**src/design/rgbhsv_pkg.sv**
```systemverilog
// Shared types, constants and the hue window table for the RGB to HSV classifier.
// No dependencies; every other design file imports this package.
package rgbhsv_pkg;

    localparam int unsigned CH_W       = 8;
    localparam int unsigned QUO_W      = 8;
    localparam int unsigned NUM_W      = 2 * CH_W;
    localparam int unsigned DSH_W      = CH_W + QUO_W - 1;
    localparam int unsigned DIV_STAGES = QUO_W;
    localparam int unsigned NUM_WIN    = 7;

    localparam logic [CH_W-1:0] HUE_SPAN     = 8'd43;
    localparam logic [CH_W-1:0] HUE_BASE_R   = 8'd0;
    localparam logic [CH_W-1:0] HUE_BASE_G   = 8'd85;
    localparam logic [CH_W-1:0] HUE_BASE_B   = 8'd171;
    localparam logic [CH_W-1:0] MIN_SAT_RST  = 8'd102;
    localparam logic [CH_W-1:0] MIN_VAL_RST  = 8'd102;

    typedef enum logic [2:0] {
        CLS_NONE   = 3'd0,
        CLS_RED    = 3'd1,
        CLS_GREEN  = 3'd2,
        CLS_BLUE   = 3'd3,
        CLS_LGREEN = 3'd4,
        CLS_LBLUE  = 3'd5,
        CLS_PURPLE = 3'd6,
        CLS_ROSE   = 3'd7
    } t_color_class;

    typedef enum logic {
        CFG_MIN_SAT = 1'b0,
        CFG_MIN_VAL = 1'b1
    } t_cfg_idx;

    typedef struct packed {
        logic [CH_W-1:0] lo;
        logic [CH_W-1:0] hi;
        t_color_class    cls;
    } t_window;

    // Priority order: first matching window wins.
    localparam t_window WINDOWS [NUM_WIN] = '{
        '{8'd242, 8'd249, CLS_RED},
        '{8'd70,  8'd89,  CLS_GREEN},
        '{8'd135, 8'd153, CLS_BLUE},
        '{8'd60,  8'd70,  CLS_LGREEN},
        '{8'd114, 8'd124, CLS_LBLUE},
        '{8'd160, 8'd175, CLS_PURPLE},
        '{8'd229, 8'd237, CLS_ROSE}
    };

    // Per-pixel data that rides alongside the dividers.
    typedef struct packed {
        logic [CH_W-1:0] base;
        logic            neg;
        logic            skip;
        logic [CH_W-1:0] vmax;
        logic            zero;
    } t_side;

    // One restoring-division lane: partial remainder, shifted divisor, quotient so far.
    typedef struct packed {
        logic [NUM_W-1:0] rem;
        logic [DSH_W-1:0] dsh;
        logic [QUO_W-1:0] quo;
    } t_div;

endpackage

```
**src/design/rgbhsv_prep.sv**
```systemverilog
// Front end: max/min search, hue base and difference, then the divider operands.
// Depends on rgbhsv_pkg.
module rgbhsv_prep import rgbhsv_pkg::*; (
    input  logic            i_clk,
    input  logic            i_rst_n,
    input  logic            i_valid,
    input  logic [CH_W-1:0] i_red,
    input  logic [CH_W-1:0] i_green,
    input  logic [CH_W-1:0] i_blue,
    output logic            o_valid,
    output t_side           o_side,
    output t_div            o_sat,
    output t_div            o_hue
);

    logic            r_valid1, n_valid1;
    logic [CH_W-1:0] r_vmax, n_vmax;
    logic [CH_W-1:0] r_d, n_d;
    logic [CH_W-1:0] r_mag, n_mag;
    logic [CH_W-1:0] r_base, n_base;
    logic            r_neg, n_neg;
    logic            r_skip, n_skip;

    logic            r_valid2;
    t_side           r_side, n_side;
    t_div            r_sat, n_sat;
    t_div            r_hue, n_hue;

    logic [CH_W-1:0] vmin;
    logic [CH_W:0]   diff;

    // stage 1: extremes and signed difference, kept as sign and magnitude
    always_comb begin
        n_vmax = i_red;
        if (i_green > n_vmax) n_vmax = i_green;
        if (i_blue > n_vmax)  n_vmax = i_blue;
        vmin = i_red;
        if (i_green < vmin) vmin = i_green;
        if (i_blue < vmin)  vmin = i_blue;
        n_d = n_vmax - vmin;

        if (n_vmax == i_red) begin
            n_base = HUE_BASE_R;
            diff   = {1'b0, i_green} - {1'b0, i_blue};
        end else if (n_vmax == i_green) begin
            n_base = HUE_BASE_G;
            diff   = {1'b0, i_blue} - {1'b0, i_red};
        end else begin
            n_base = HUE_BASE_B;
            diff   = {1'b0, i_red} - {1'b0, i_green};
        end
        n_neg  = diff[CH_W];
        n_mag  = diff[CH_W] ? CH_W'(-diff) : diff[CH_W-1:0];
        n_skip = (i_red == '0) || (i_green == '0) || (i_blue == '0);
        n_valid1 = i_valid;
    end

    // stage 2: numerators and divisors pre-shifted to the top quotient bit
    always_comb begin
        n_side.base = r_base;
        n_side.neg  = r_neg;
        n_side.skip = r_skip;
        n_side.vmax = r_vmax;
        n_side.zero = (r_d == '0);

        n_sat.rem = {r_d, {CH_W{1'b0}}} - {{CH_W{1'b0}}, r_d};
        n_sat.dsh = {r_vmax, {(QUO_W-1){1'b0}}};
        n_sat.quo = '0;

        n_hue.rem = {{CH_W{1'b0}}, r_mag} * {{CH_W{1'b0}}, HUE_SPAN};
        n_hue.dsh = {r_d, {(QUO_W-1){1'b0}}};
        n_hue.quo = '0;
    end

    always_ff @(posedge i_clk) begin
        if (!i_rst_n) begin
            r_valid1 <= 1'b0;
            r_valid2 <= 1'b0;
        end else begin
            r_valid1 <= n_valid1;
            r_valid2 <= r_valid1;
        end
    end

    always_ff @(posedge i_clk) begin
        r_vmax <= n_vmax;
        r_d    <= n_d;
        r_mag  <= n_mag;
        r_base <= n_base;
        r_neg  <= n_neg;
        r_skip <= n_skip;
        r_side <= n_side;
        r_sat  <= n_sat;
        r_hue  <= n_hue;
    end

    assign o_valid = r_valid2;
    assign o_side  = r_side;
    assign o_sat   = r_sat;
    assign o_hue   = r_hue;

endmodule

```
**src/design/rgbhsv_div_step.sv**
```systemverilog
// One registered restoring-division step for both the saturation and hue lanes.
// Depends on rgbhsv_pkg.
module rgbhsv_div_step import rgbhsv_pkg::*; (
    input  logic  i_clk,
    input  logic  i_rst_n,
    input  logic  i_valid,
    input  t_side i_side,
    input  t_div  i_sat,
    input  t_div  i_hue,
    output logic  o_valid,
    output t_side o_side,
    output t_div  o_sat,
    output t_div  o_hue
);

    logic  r_valid;
    t_side r_side;
    t_div  r_sat, n_sat;
    t_div  r_hue, n_hue;
    logic  sat_fit, hue_fit;

    // take one quotient bit, then halve the divisor for the next step
    always_comb begin
        sat_fit   = i_sat.rem >= {1'b0, i_sat.dsh};
        n_sat.rem = sat_fit ? i_sat.rem - {1'b0, i_sat.dsh} : i_sat.rem;
        n_sat.dsh = i_sat.dsh >> 1;
        n_sat.quo = {i_sat.quo[QUO_W-2:0], sat_fit};

        hue_fit   = i_hue.rem >= {1'b0, i_hue.dsh};
        n_hue.rem = hue_fit ? i_hue.rem - {1'b0, i_hue.dsh} : i_hue.rem;
        n_hue.dsh = i_hue.dsh >> 1;
        n_hue.quo = {i_hue.quo[QUO_W-2:0], hue_fit};
    end

    always_ff @(posedge i_clk) begin
        if (!i_rst_n) begin
            r_valid <= 1'b0;
        end else begin
            r_valid <= i_valid;
        end
    end

    always_ff @(posedge i_clk) begin
        r_side <= i_side;
        r_sat  <= n_sat;
        r_hue  <= n_hue;
    end

    assign o_valid = r_valid;
    assign o_side  = r_side;
    assign o_sat   = r_sat;
    assign o_hue   = r_hue;

endmodule

```
**src/design/rgbhsv_classify.sv**
```systemverilog
// Back end: signed hue assembly, threshold checks and the priority window search.
// Depends on rgbhsv_pkg.
module rgbhsv_classify import rgbhsv_pkg::*; (
    input  logic             i_clk,
    input  logic             i_rst_n,
    input  logic             i_valid,
    input  t_side            i_side,
    input  logic [QUO_W-1:0] i_sat_quo,
    input  logic [QUO_W-1:0] i_hue_quo,
    input  logic [CH_W-1:0]  i_min_sat,
    input  logic [CH_W-1:0]  i_min_val,
    output logic             o_valid,
    output logic [CH_W-1:0]  o_hue,
    output logic [CH_W-1:0]  o_saturation,
    output logic [CH_W-1:0]  o_brightness,
    output t_color_class     o_color_class,
    output logic             o_skipped
);

    logic            r_valid;
    logic [CH_W-1:0] r_hue, n_hue;
    logic [CH_W-1:0] r_sat, n_sat;
    logic [CH_W-1:0] r_val;
    t_color_class    r_cls, n_cls;
    logic            r_skip;
    logic [CH_W-1:0] offs;
    logic            found;

    always_comb begin
        offs  = i_side.neg ? CH_W'(-i_hue_quo) : CH_W'(i_hue_quo);
        n_hue = i_side.zero ? '0 : CH_W'(i_side.base + offs);
        n_sat = i_side.zero ? '0 : CH_W'(i_sat_quo);
        n_cls = CLS_NONE;
        found = 1'b0;
        if (!i_side.skip && n_sat >= i_min_sat && i_side.vmax >= i_min_val) begin
            for (int i = 0; i < NUM_WIN; i++) begin
                if (!found && n_hue >= WINDOWS[i].lo && n_hue <= WINDOWS[i].hi) begin
                    n_cls = WINDOWS[i].cls;
                    found = 1'b1;
                end
            end
        end
    end

    always_ff @(posedge i_clk) begin
        if (!i_rst_n) begin
            r_valid <= 1'b0;
        end else begin
            r_valid <= i_valid;
        end
    end

    always_ff @(posedge i_clk) begin
        r_hue  <= n_hue;
        r_sat  <= n_sat;
        r_val  <= i_side.vmax;
        r_cls  <= n_cls;
        r_skip <= i_side.skip;
    end

    assign o_valid       = r_valid;
    assign o_hue         = r_hue;
    assign o_saturation  = r_sat;
    assign o_brightness  = r_val;
    assign o_color_class = r_cls;
    assign o_skipped     = r_skip;

    a_skip_no_class: assert property (@(posedge i_clk) disable iff (!i_rst_n)
        r_valid && r_skip |-> r_cls == CLS_NONE)
        else $error("skipped pixel carries a color class");

    a_grey_no_hue: assert property (@(posedge i_clk) disable iff (!i_rst_n)
        r_valid && r_sat == '0 |-> r_hue == '0)
        else $error("zero saturation with nonzero hue");

    a_black_no_sat: assert property (@(posedge i_clk) disable iff (!i_rst_n)
        r_valid && r_val == '0 |-> r_sat == '0 && r_skip)
        else $error("black pixel with saturation or not skipped");

    a_class_needs_sat: assert property (@(posedge i_clk) disable iff (!i_rst_n)
        i_valid && n_sat < i_min_sat |=> r_cls == CLS_NONE)
        else $error("class given below saturation minimum");

endmodule

```
**src/design/rgb_to_hsv_color_classifier.sv**
```systemverilog
// A pixel taken on start shows its result with o_valid once it has passed the stages below.
// Throughput: one pixel every clock; busy stays low, the pipeline never stalls.
// Depth is set by the two restoring dividers, one quotient bit per register stage (8),
// plus two front stages (extremes, divider operands) and one classification stage.
// Reset (i_rst_n low, synchronous) drops all in-flight beats and loads both
// thresholds with 102; o_valid is low until a new beat reaches the output.
module rgb_to_hsv_color_classifier import rgbhsv_pkg::*; (
    input  logic            i_clk,
    input  logic            i_rst_n,
    input  logic            start,
    output logic            busy,
    input  logic [CH_W-1:0] i_red,
    input  logic [CH_W-1:0] i_green,
    input  logic [CH_W-1:0] i_blue,
    input  logic            i_cfg_we,
    input  logic            i_cfg_idx,
    input  logic [CH_W-1:0] i_cfg_data,
    output logic            o_valid,
    output logic [CH_W-1:0] o_hue,
    output logic [CH_W-1:0] o_saturation,
    output logic [CH_W-1:0] o_brightness,
    output logic [2:0]      o_color_class,
    output logic            o_skipped
);

    logic [CH_W-1:0] r_min_sat;
    logic [CH_W-1:0] r_min_val;

    // Divider chain taps: entry 0 comes from the front end, the last feeds the classifier.
    logic  valid_pipe [DIV_STAGES+1];
    t_side side_pipe  [DIV_STAGES+1];
    t_div  sat_pipe   [DIV_STAGES+1];
    t_div  hue_pipe   [DIV_STAGES+1];

    t_color_class cls;

    // Every beat is taken; nothing downstream can hold the pipeline.
    assign busy = 1'b0;

    // Threshold registers; the user must write them only while no beat is in flight, the block does not enforce it.
    always_ff @(posedge i_clk) begin
        if (!i_rst_n) begin
            r_min_sat <= MIN_SAT_RST;
            r_min_val <= MIN_VAL_RST;
        end else if (i_cfg_we) begin
            unique case (t_cfg_idx'(i_cfg_idx))
                CFG_MIN_SAT: r_min_sat <= i_cfg_data;
                CFG_MIN_VAL: r_min_val <= i_cfg_data;
            endcase
        end
    end

    // Front end: max/min, hue base and difference, numerators and divisors.
    rgbhsv_prep u_prep (
        .i_clk   (i_clk),
        .i_rst_n (i_rst_n),
        .i_valid (start && !busy),
        .i_red   (i_red),
        .i_green (i_green),
        .i_blue  (i_blue),
        .o_valid (valid_pipe[0]),
        .o_side  (side_pipe[0]),
        .o_sat   (sat_pipe[0]),
        .o_hue   (hue_pipe[0])
    );

    // Advance both quotients one bit per stage, MSB first.
    for (genvar s = 0; s < DIV_STAGES; s++) begin : g_div
        rgbhsv_div_step u_step (
            .i_clk   (i_clk),
            .i_rst_n (i_rst_n),
            .i_valid (valid_pipe[s]),
            .i_side  (side_pipe[s]),
            .i_sat   (sat_pipe[s]),
            .i_hue   (hue_pipe[s]),
            .o_valid (valid_pipe[s+1]),
            .o_side  (side_pipe[s+1]),
            .o_sat   (sat_pipe[s+1]),
            .o_hue   (hue_pipe[s+1])
        );
    end

    // Hue sign and wrap, thresholds, window priority search; registered outputs.
    rgbhsv_classify u_classify (
        .i_clk         (i_clk),
        .i_rst_n       (i_rst_n),
        .i_valid       (valid_pipe[DIV_STAGES]),
        .i_side        (side_pipe[DIV_STAGES]),
        .i_sat_quo     (sat_pipe[DIV_STAGES].quo),
        .i_hue_quo     (hue_pipe[DIV_STAGES].quo),
        .i_min_sat     (r_min_sat),
        .i_min_val     (r_min_val),
        .o_valid       (o_valid),
        .o_hue         (o_hue),
        .o_saturation  (o_saturation),
        .o_brightness  (o_brightness),
        .o_color_class (cls),
        .o_skipped     (o_skipped)
    );

    assign o_color_class = cls;

endmodule

```
**config.mk**
```make
export PLATFORM = sky130hd
export DESIGN_NAME = rgb_to_hsv_color_classifier
export DESIGN_NICKNAME = d
export VERILOG_FILES = /design/src/design/rgbhsv_pkg.sv /design/src/design/rgbhsv_prep.sv /design/src/design/rgbhsv_div_step.sv /design/src/design/rgbhsv_classify.sv /design/src/design/rgb_to_hsv_color_classifier.sv
export SDC_FILE = /design/constraint.sdc
export NUM_CORES = 1
export LEC_CHECK = 0
export ABC_AREA = 1
export BUFFER_PORTS_ARGS = -buffer_cell sky130_fd_sc_hd__buf_4
export CORE_UTILIZATION = 38
export CTS_BUF_LIST = sky130_fd_sc_hd__clkbuf_4 sky130_fd_sc_hd__clkbuf_8 sky130_fd_sc_hd__clkbuf_16
export CTS_CLUSTER_DIAMETER = 100
export CTS_CLUSTER_SIZE = 14
export DETAILED_ROUTE_END_ITERATION = 7
export PLACE_DENSITY_LB_ADDON = 0.25
export SYNTH_ARGS = -nofsm -noshare
export SYNTH_HDL_FRONTEND = slang
export SYNTH_SLANG_ARGS = --single-unit
```
**constraint.sdc**
```tcl
create_clock -name i_clk -period 5.4 [get_ports i_clk]
set_clock_uncertainty 0.05 [all_clocks]
set_input_delay 0.54 -clock i_clk [delete_from_list [all_inputs] [get_ports i_clk]]
set_output_delay 0.54 -clock i_clk [all_outputs]
set_load 0.1 [all_outputs]
```
==> results of run 1 <==
[per-stage QoR]
| step | std cells | util, % |
|---|---|---|
| floorplan | 2832 | - |
| global placement | 3742 | 41.1 |
| detailed placement | 3742 | 41.1 |
| CTS | 3793 | 43.1 |
| global route | 3793 | 43.1 |
| finish | 3793 | 43.1 |
[synthesized netlist by cell type, drive strengths merged]
| master | number |
|---|---|
| dfxtp | 592 |
| nand3 | 108 |
| o21ai | 159 |
| and2 | 6 |
| a21boi | 5 |
| o2111ai | 3 |
| clkinv | 2 |
| inv | 455 |
| or4 | 2 |
| o211ai | 18 |
| nor4b | 1 |
| nor3 | 33 |
| mux2 | 2 |
| ha | 235 |
| a2111oi | 1 |
| xnor2 | 58 |
| nand4 | 40 |
| or2 | 9 |
| o22ai | 2 |
| o31ai | 2 |
| clkbuf | 22 |
| nand2 | 451 |
| fa | 28 |
| nor4 | 25 |
| xor2 | 99 |
| and3 | 1 |
| o21a | 9 |
| o41ai | 4 |
| conb | 1 |
| o221ai | 1 |
| nand3b | 10 |
| a41oi | 1 |
| or3b | 1 |
| buf | 11 |
| a21o | 12 |
| o21bai | 7 |
| nor2 | 218 |
| a221oi | 8 |
| a31oi | 7 |
| a21oi | 175 |
| a211oi | 5 |
| a211o | 3 |
[final timing paths]
kind                                               start                                end  slack, ps  cells past startpoint
worst max-delay path                          i_green[6]              u_prep.r_d[7]$_DFF_P_        840                     28
worst max register to register   u_prep.r_mag[3]$_DFF_P_           u_prep.o_hue[36]$_DFF_P_       1780                     18
worst min register to register  u_prep.o_side[9]$_DFF_P_  g_div[0].u_step.o_side[9]$_DFF_P_        270                      0
worst min-delay path                               start         u_prep.r_valid1$_SDFF_PN0_        100                      3
[cell type report]
type	instances	share of cell area, %
Timing Repair Buffer	88	2.41
Multi-Input combinational cell	1750	40.7
Tap cell	855	3.83
Clock buffer	48	4.30
Sequential cell	592	42.5
Clock inverter	3	0.130
Inverter	457	6.16
[power groups by stage]
stage	logic, mW	registers [mW]	clock network [mW]
after floorplan	7.03	7.36	0
after global placement	8.98	7.22	0
after detailed placement	9.27	7.26	0
after CTS	9.31	7.17	3.11
after global routing	10.6	7.35	3.29
final	9.23	7.14	2.99
[flip-flops by register name (all words and copies together) (netlist names), 3 cells and up]
name                      flops
r_min_sat                     8
u_classify.o_saturation       8
u_prep.o_side                14
u_prep.r_base                 3
u_prep.o_sat                 16
r_min_val                     8
g_div.u_step.o_valid          8
u_prep.r_mag                  8
u_classify.o_brightness       8
u_prep.o_hue                 21
g_div.u_step.o_sat          196
u_prep.r_vmax                 8
g_div.u_step.o_hue          197
g_div.u_step.o_side          64
u_classify.o_color_class      3
u_prep.r_d                    8
u_classify.o_hue              8
[cells by family after synthesis]
logic type	synth area share, %
compound gates	9.41
xor+xnor	5.51
buf+inv	7.55
mux	0.0897
flops	47.2
fa+ha+maj	13.9
other cells	0.0149
simple gates	16.3
[critical path, delay by kind of cell]
family	cells	cell delay [ps]
simple gates	9	1250
compound gates	8	1320
fa+ha+maj	3	960
xor+xnor	2	320
buf+inv	6	590
[layer usage]
layer / routed length (um) / up-vias
met4: 1590 / 0
met2: 26800 / 266
li1: - / 9329
met3: 1730 / 91
met5: 0 / -
met1: 20500 / 7940
==> impl_metrics.csv, run 1 <==
group,metric,value,unit
outcome,outcome,"completed",
place,dp_slack,298,ps
grt,use_met2,30.1,%
detailed_routing,wl,50600,um
worst_setup_path,worstPathRequired,5820,ps
grt,grt_use_total,15.3,%
timing,max_freq,219,MHz
logic_synthesis,yosysSeqAreaShare,47.2,%
power,vdd_drop_max,0.289,mV
timing,rsz0062_at_grt,"no",
layout,nets,3237,
clocking,clk_path_buf_depth,3,
layout,seq_area,11900,um^2
clocking,cts_hold_buf,0,
logic_synthesis,syn_inst,2832,
die,die_area,67100,um^2
power,internal_power,11.5,mW
logic_synthesis,synth_nets,3132,
detailed_routing,final_antenna_net_count,0,
place,portBuffers,65,
min_path,min_path_type,"in2reg",
power,p_comb_share,47.7,%
worst_setup_path,critPathArrivalTime,4980,ps
timing,setup_viol,0,
power,switching_share,40.4,%
grt,grt_max_degree,28,
place,gp_congestion,0.868,
grt,grt_util_met3,2.38,%
timing,worst_pin_slew,1020,ps
logic_synthesis,synth_top_area_share,47.2,%
layout,layout_common_cells,"dfxtp_1, inv_1, nand2_1",
timing,fin_crit,4560,ps
timing,slew_headroom,31.5,%
layout,drive_above_1_share,7.01,%
detailed_routing,wl_per_cell,13.4,um
clocking,path_clk_slew,60,ps
detailed_routing,drt_pass1_iterations,6,
die,die_y,259,um
timing,setup_tns,0,ps
flow_run,maxCapViolCount,0,
timing,fin_ws,837,ps
clocking,cts_tree,"built",
detailed_routing,drtIter0Drc,731,
logic_synthesis,yosys_warnings,0,
worst_setup_path,path_common_cell,"nand2_1",
layout,fin_area,27900,um^2
worst_setup_path,startpoint_type,"primary input",
grt,grt_first_pass_wirelength,83700,um
clocking,htreeDepth,2,
power,p_leak,13.6,nW
die,ioPinCount,67,
place,dp_hpwl,40800,um
power,power,19.4,mW
logic_synthesis,synth_area,25100,um^2
detailed_routing,viasPerCell,4.65,
power,p_clk_share,15.4,%
detailed_routing,drc_errors,0,
detailed_routing,vias,17600,
timing,holdWs,97.4,ps
logic_synthesis,ys_top_cells_by_area,"dfxtp_1, ha_1, inv_1",
timing,hold_viol_final,0,
grt,overflow,0,
power,p_seq_share,36.9,%
die,die_w,259,um
clocking,cts_resized,0,
worst_setup_path,cpPeakStageDelay,380,ps
logic_synthesis,ys_types,60,
grt,grtUsageMet1,16.0,%
timing,slew_violations,0,
power,p_sw,7.83,mW
worst_setup_path,cp_slowest_cell,"nor3_1",
power,power_density,694,nW/um^2
logic_synthesis,postSynthAreaPerCell,8.86,um^2
layout,syn_to_final_growth,11.2,%
logic_synthesis,ys_seq_elements,592,
timing,min_period_over_period,84.5,%
place,dpl_cell_area,26700,um^2
die,core,64800,um^2
grt,grt.busiest_layer,"met2",
clocking,cts.sinks,592,
layout,multiInputGateArea,11400,um^2
clocking,post-cts-setup-buffers,0,
worst_setup_path,worstSetupPathType,"in2reg",
worst_setup_path,endpoint_kind,"flip-flop",
clocking,cts-root-buf,"clkbuf_16",
clocking,cts_buffers,48,
layout,final_common_cell,"dfxtp_1",
clocking,clk_latency,580,ps
grt,grt_pass1_vias,17900,
logic_synthesis,synth_top_area_cell,"dfxtp_1",
layout,nFillCells,6190,
die,initial_core_util,38.7,%
layout,diodes,0,
die,rows,93,
worst_setup_path,cp_max_fo,15,
grt,antenna_found_initial,0,
(Power assumes the default switching activity.)
==> run 2, diff against run 1 <==
clock period = 4.1 ns   (was 5.4 ns; I/O delays follow)
==> run 2 against run 1 <==
Count of clock-buffer cells in the layout grew 2. Design area up 3.8%. Die area is the same. Core utilization is 1.6 points higher. Combinational power increased by 34%. Global-route usage is 0.28 points higher. Critical path depth up 6. Critical path type unchanged. Sequential share of layout area is 1.5 points lower. Worst hold slack got worse by 25 ps. Flip-flop and latch count stayed put. Via count grew 2.2%. Clock power grew 35%.
==> impl_metrics.csv, run 2 (synthesis gave the netlist of run 1 again) <==
group,metric,value,unit
layout,nFillCells,6214,
place,dpl_cell_area,27500,um^2
clocking,cts-root-buf,"clkbuf_16",
die,die_w,259,um
timing,min_period_over_period,93.1,%
layout,final_common_cell,"dfxtp_1",
grt,grt_max_degree,28,
timing,holdWs,72.5,ps
die,initial_core_util,38.7,%
timing,worst_pin_slew,795,ps
detailed_routing,viasPerCell,4.62,
clocking,clk_path_buf_depth,3,
layout,drive_above_1_share,11.0,%
worst_setup_path,worstPathRequired,4520,ps
power,p_leak,14.2,nW
layout,multiInputGateArea,11500,um^2
worst_setup_path,worstSetupPathType,"in2reg",
layout,fin_area,29000,um^2
layout,largest_reg_flops,197,
flow_run,maxCapViolCount,0,
clocking,path_clk_slew,60,ps
worst_setup_path,cp_max_fo,9,
timing,setup_viol,0,
detailed_routing,drc_errors,0,
detailed_routing,drt_pass1_iterations,5,
detailed_routing,wl_per_cell,13.1,um
place,gp_congestion,0.934,
place,portBuffers,65,
layout,nets,3343,
power,power,25.9,mW
worst_setup_path,critPathArrivalTime,4240,ps
clocking,htreeDepth,2,
power,vdd_drop_max,0.357,mV
grt,grt_first_pass_wirelength,85400,um
worst_setup_path,cpPeakStageDelay,280,ps
outcome,outcome,"completed",
detailed_routing,vias,18000,
detailed_routing,drtIter0Drc,767,
detailed_routing,final_antenna_net_count,0,
grt,overflow,0,
layout,post-route-util,44.7,%
grt,grt_pass1_vias,18400,
die,core,64800,um^2
worst_setup_path,path_common_cell,"nand2_1",
power,power_density,894,nW/um^2
layout,seq_area,11900,um^2
die,ioPinCount,67,
min_path,min_path_type,"in2reg",
timing,setup_tns,0,ps
die,die_area,67100,um^2
layout,layout_common_cells,"dfxtp_1, inv_1, nand2_1",
timing,fin_crit,3820,ps
die,rows,93,
timing,slew_violations,0,
die,die_y,259,um
grt,grt_use_total,15.6,%
place,dp_hpwl,41100,um
timing,max_freq,262,MHz
layout,diodes,0,
clocking,clk_latency,590,ps
clocking,cts.sinks,592,
layout,syn_to_final_growth,15.3,%
worst_setup_path,startpoint_type,"primary input",
worst_setup_path,endpoint_kind,"flip-flop",
timing,hold_viol_final,0,
clocking,cts_tree,"built",
worst_setup_path,cp_slowest_cell,"ha_1",
timing,slew_headroom,46.6,%
clocking,cts_buffers,48,
grt,antenna_found_initial,0,
detailed_routing,wl,51300,um
[run 2: changes by cell type in the layout (fill, tap and decap cells not counted), moves of 5 or more]
| cell | before | now |
|---|---|---|
| buf_4 | 87 | 181 |
| nand2_1 | 431 | 421 |
| nand2_2 | 15 | 24 |
| ha_1 | 235 | 227 |
| ha_4 | 0 | 7 |
| dlygate4sd3_1 | 0 | 6 |
| o21ai_0 | 156 | 151 |
[run 2: area by class of cell]
class / instances / share of cell area (%)
repair buffers: 193 / 5.19
well taps: 855 / 3.69
multi-input cells: 1751 / 39.8
clock buffers: 50 / 4.32
inverters: 457 / 5.93
clock inverters: 2 / 0.0951
flip-flops and latches: 592 / 40.9
[run 2: worst paths after layout]
path / cells past startpoint / startpoint / to / slack (ps)
min reg2reg: 0 / g_div[4].u_step.o_side[0]$_DFF_P_ / g_div[5].u_step.o_side[0]$_DFF_P_ / 250
max reg2reg: 18 / u_prep.r_mag[1]$_DFF_P_ / u_prep.o_hue[36]$_DFF_P_ / 450
max: 34 / i_green[4] / u_prep.r_mag[6]$_DFF_P_ / 280
min: 3 / i_cfg_data[3] / r_min_sat[3]$_SDFFE_PN0P_ / 70
[run 2: power by group]
part	switching [mW]	leakage [nW]	internal, mW	total [mW]
registers	1.24	4.95	8.18	9.42
clock network	1.88	0.629	2.15	4.03
logic	7.32	8.62	5.12	12.4
total	10.4	14.2	15.4	25.9
[run 2: per-layer routing]
layer,vias to the layer above,share of wire (%),GRT usage [%]
li1,9541,-,-
met4,0,4.0,7.38
met5,-,0,0
met3,111,2.7,1.96
met1,8134,41,16.4
met2,234,52,30.2
[run 2: what timing repair did]
action | in CTS | in global routing
hold buffers | 6 | 0
endpoints found under the hold margin | 9 | 0
resized for setup | 0 | 31
setup buffers | 0 | 5
endpoints found under the setup margin | 0 | 10
[run 2: worst max-delay path: cells and delay by family]
family,cells,cell delay [ps]
compound gates,1,130
buf+inv,5,540
fa+ha+maj,3,690
simple gates,25,2440
[run 2: stage by stage]
stage | setup WS, ps | std cells
after CTS | 52.7 | 3894
after global routing | -23.5 | 3900
final | 284 | 3900
after global placement | -486 | 3836
after detailed placement | -563 | 3836
after floorplan | -60.7 | 2832
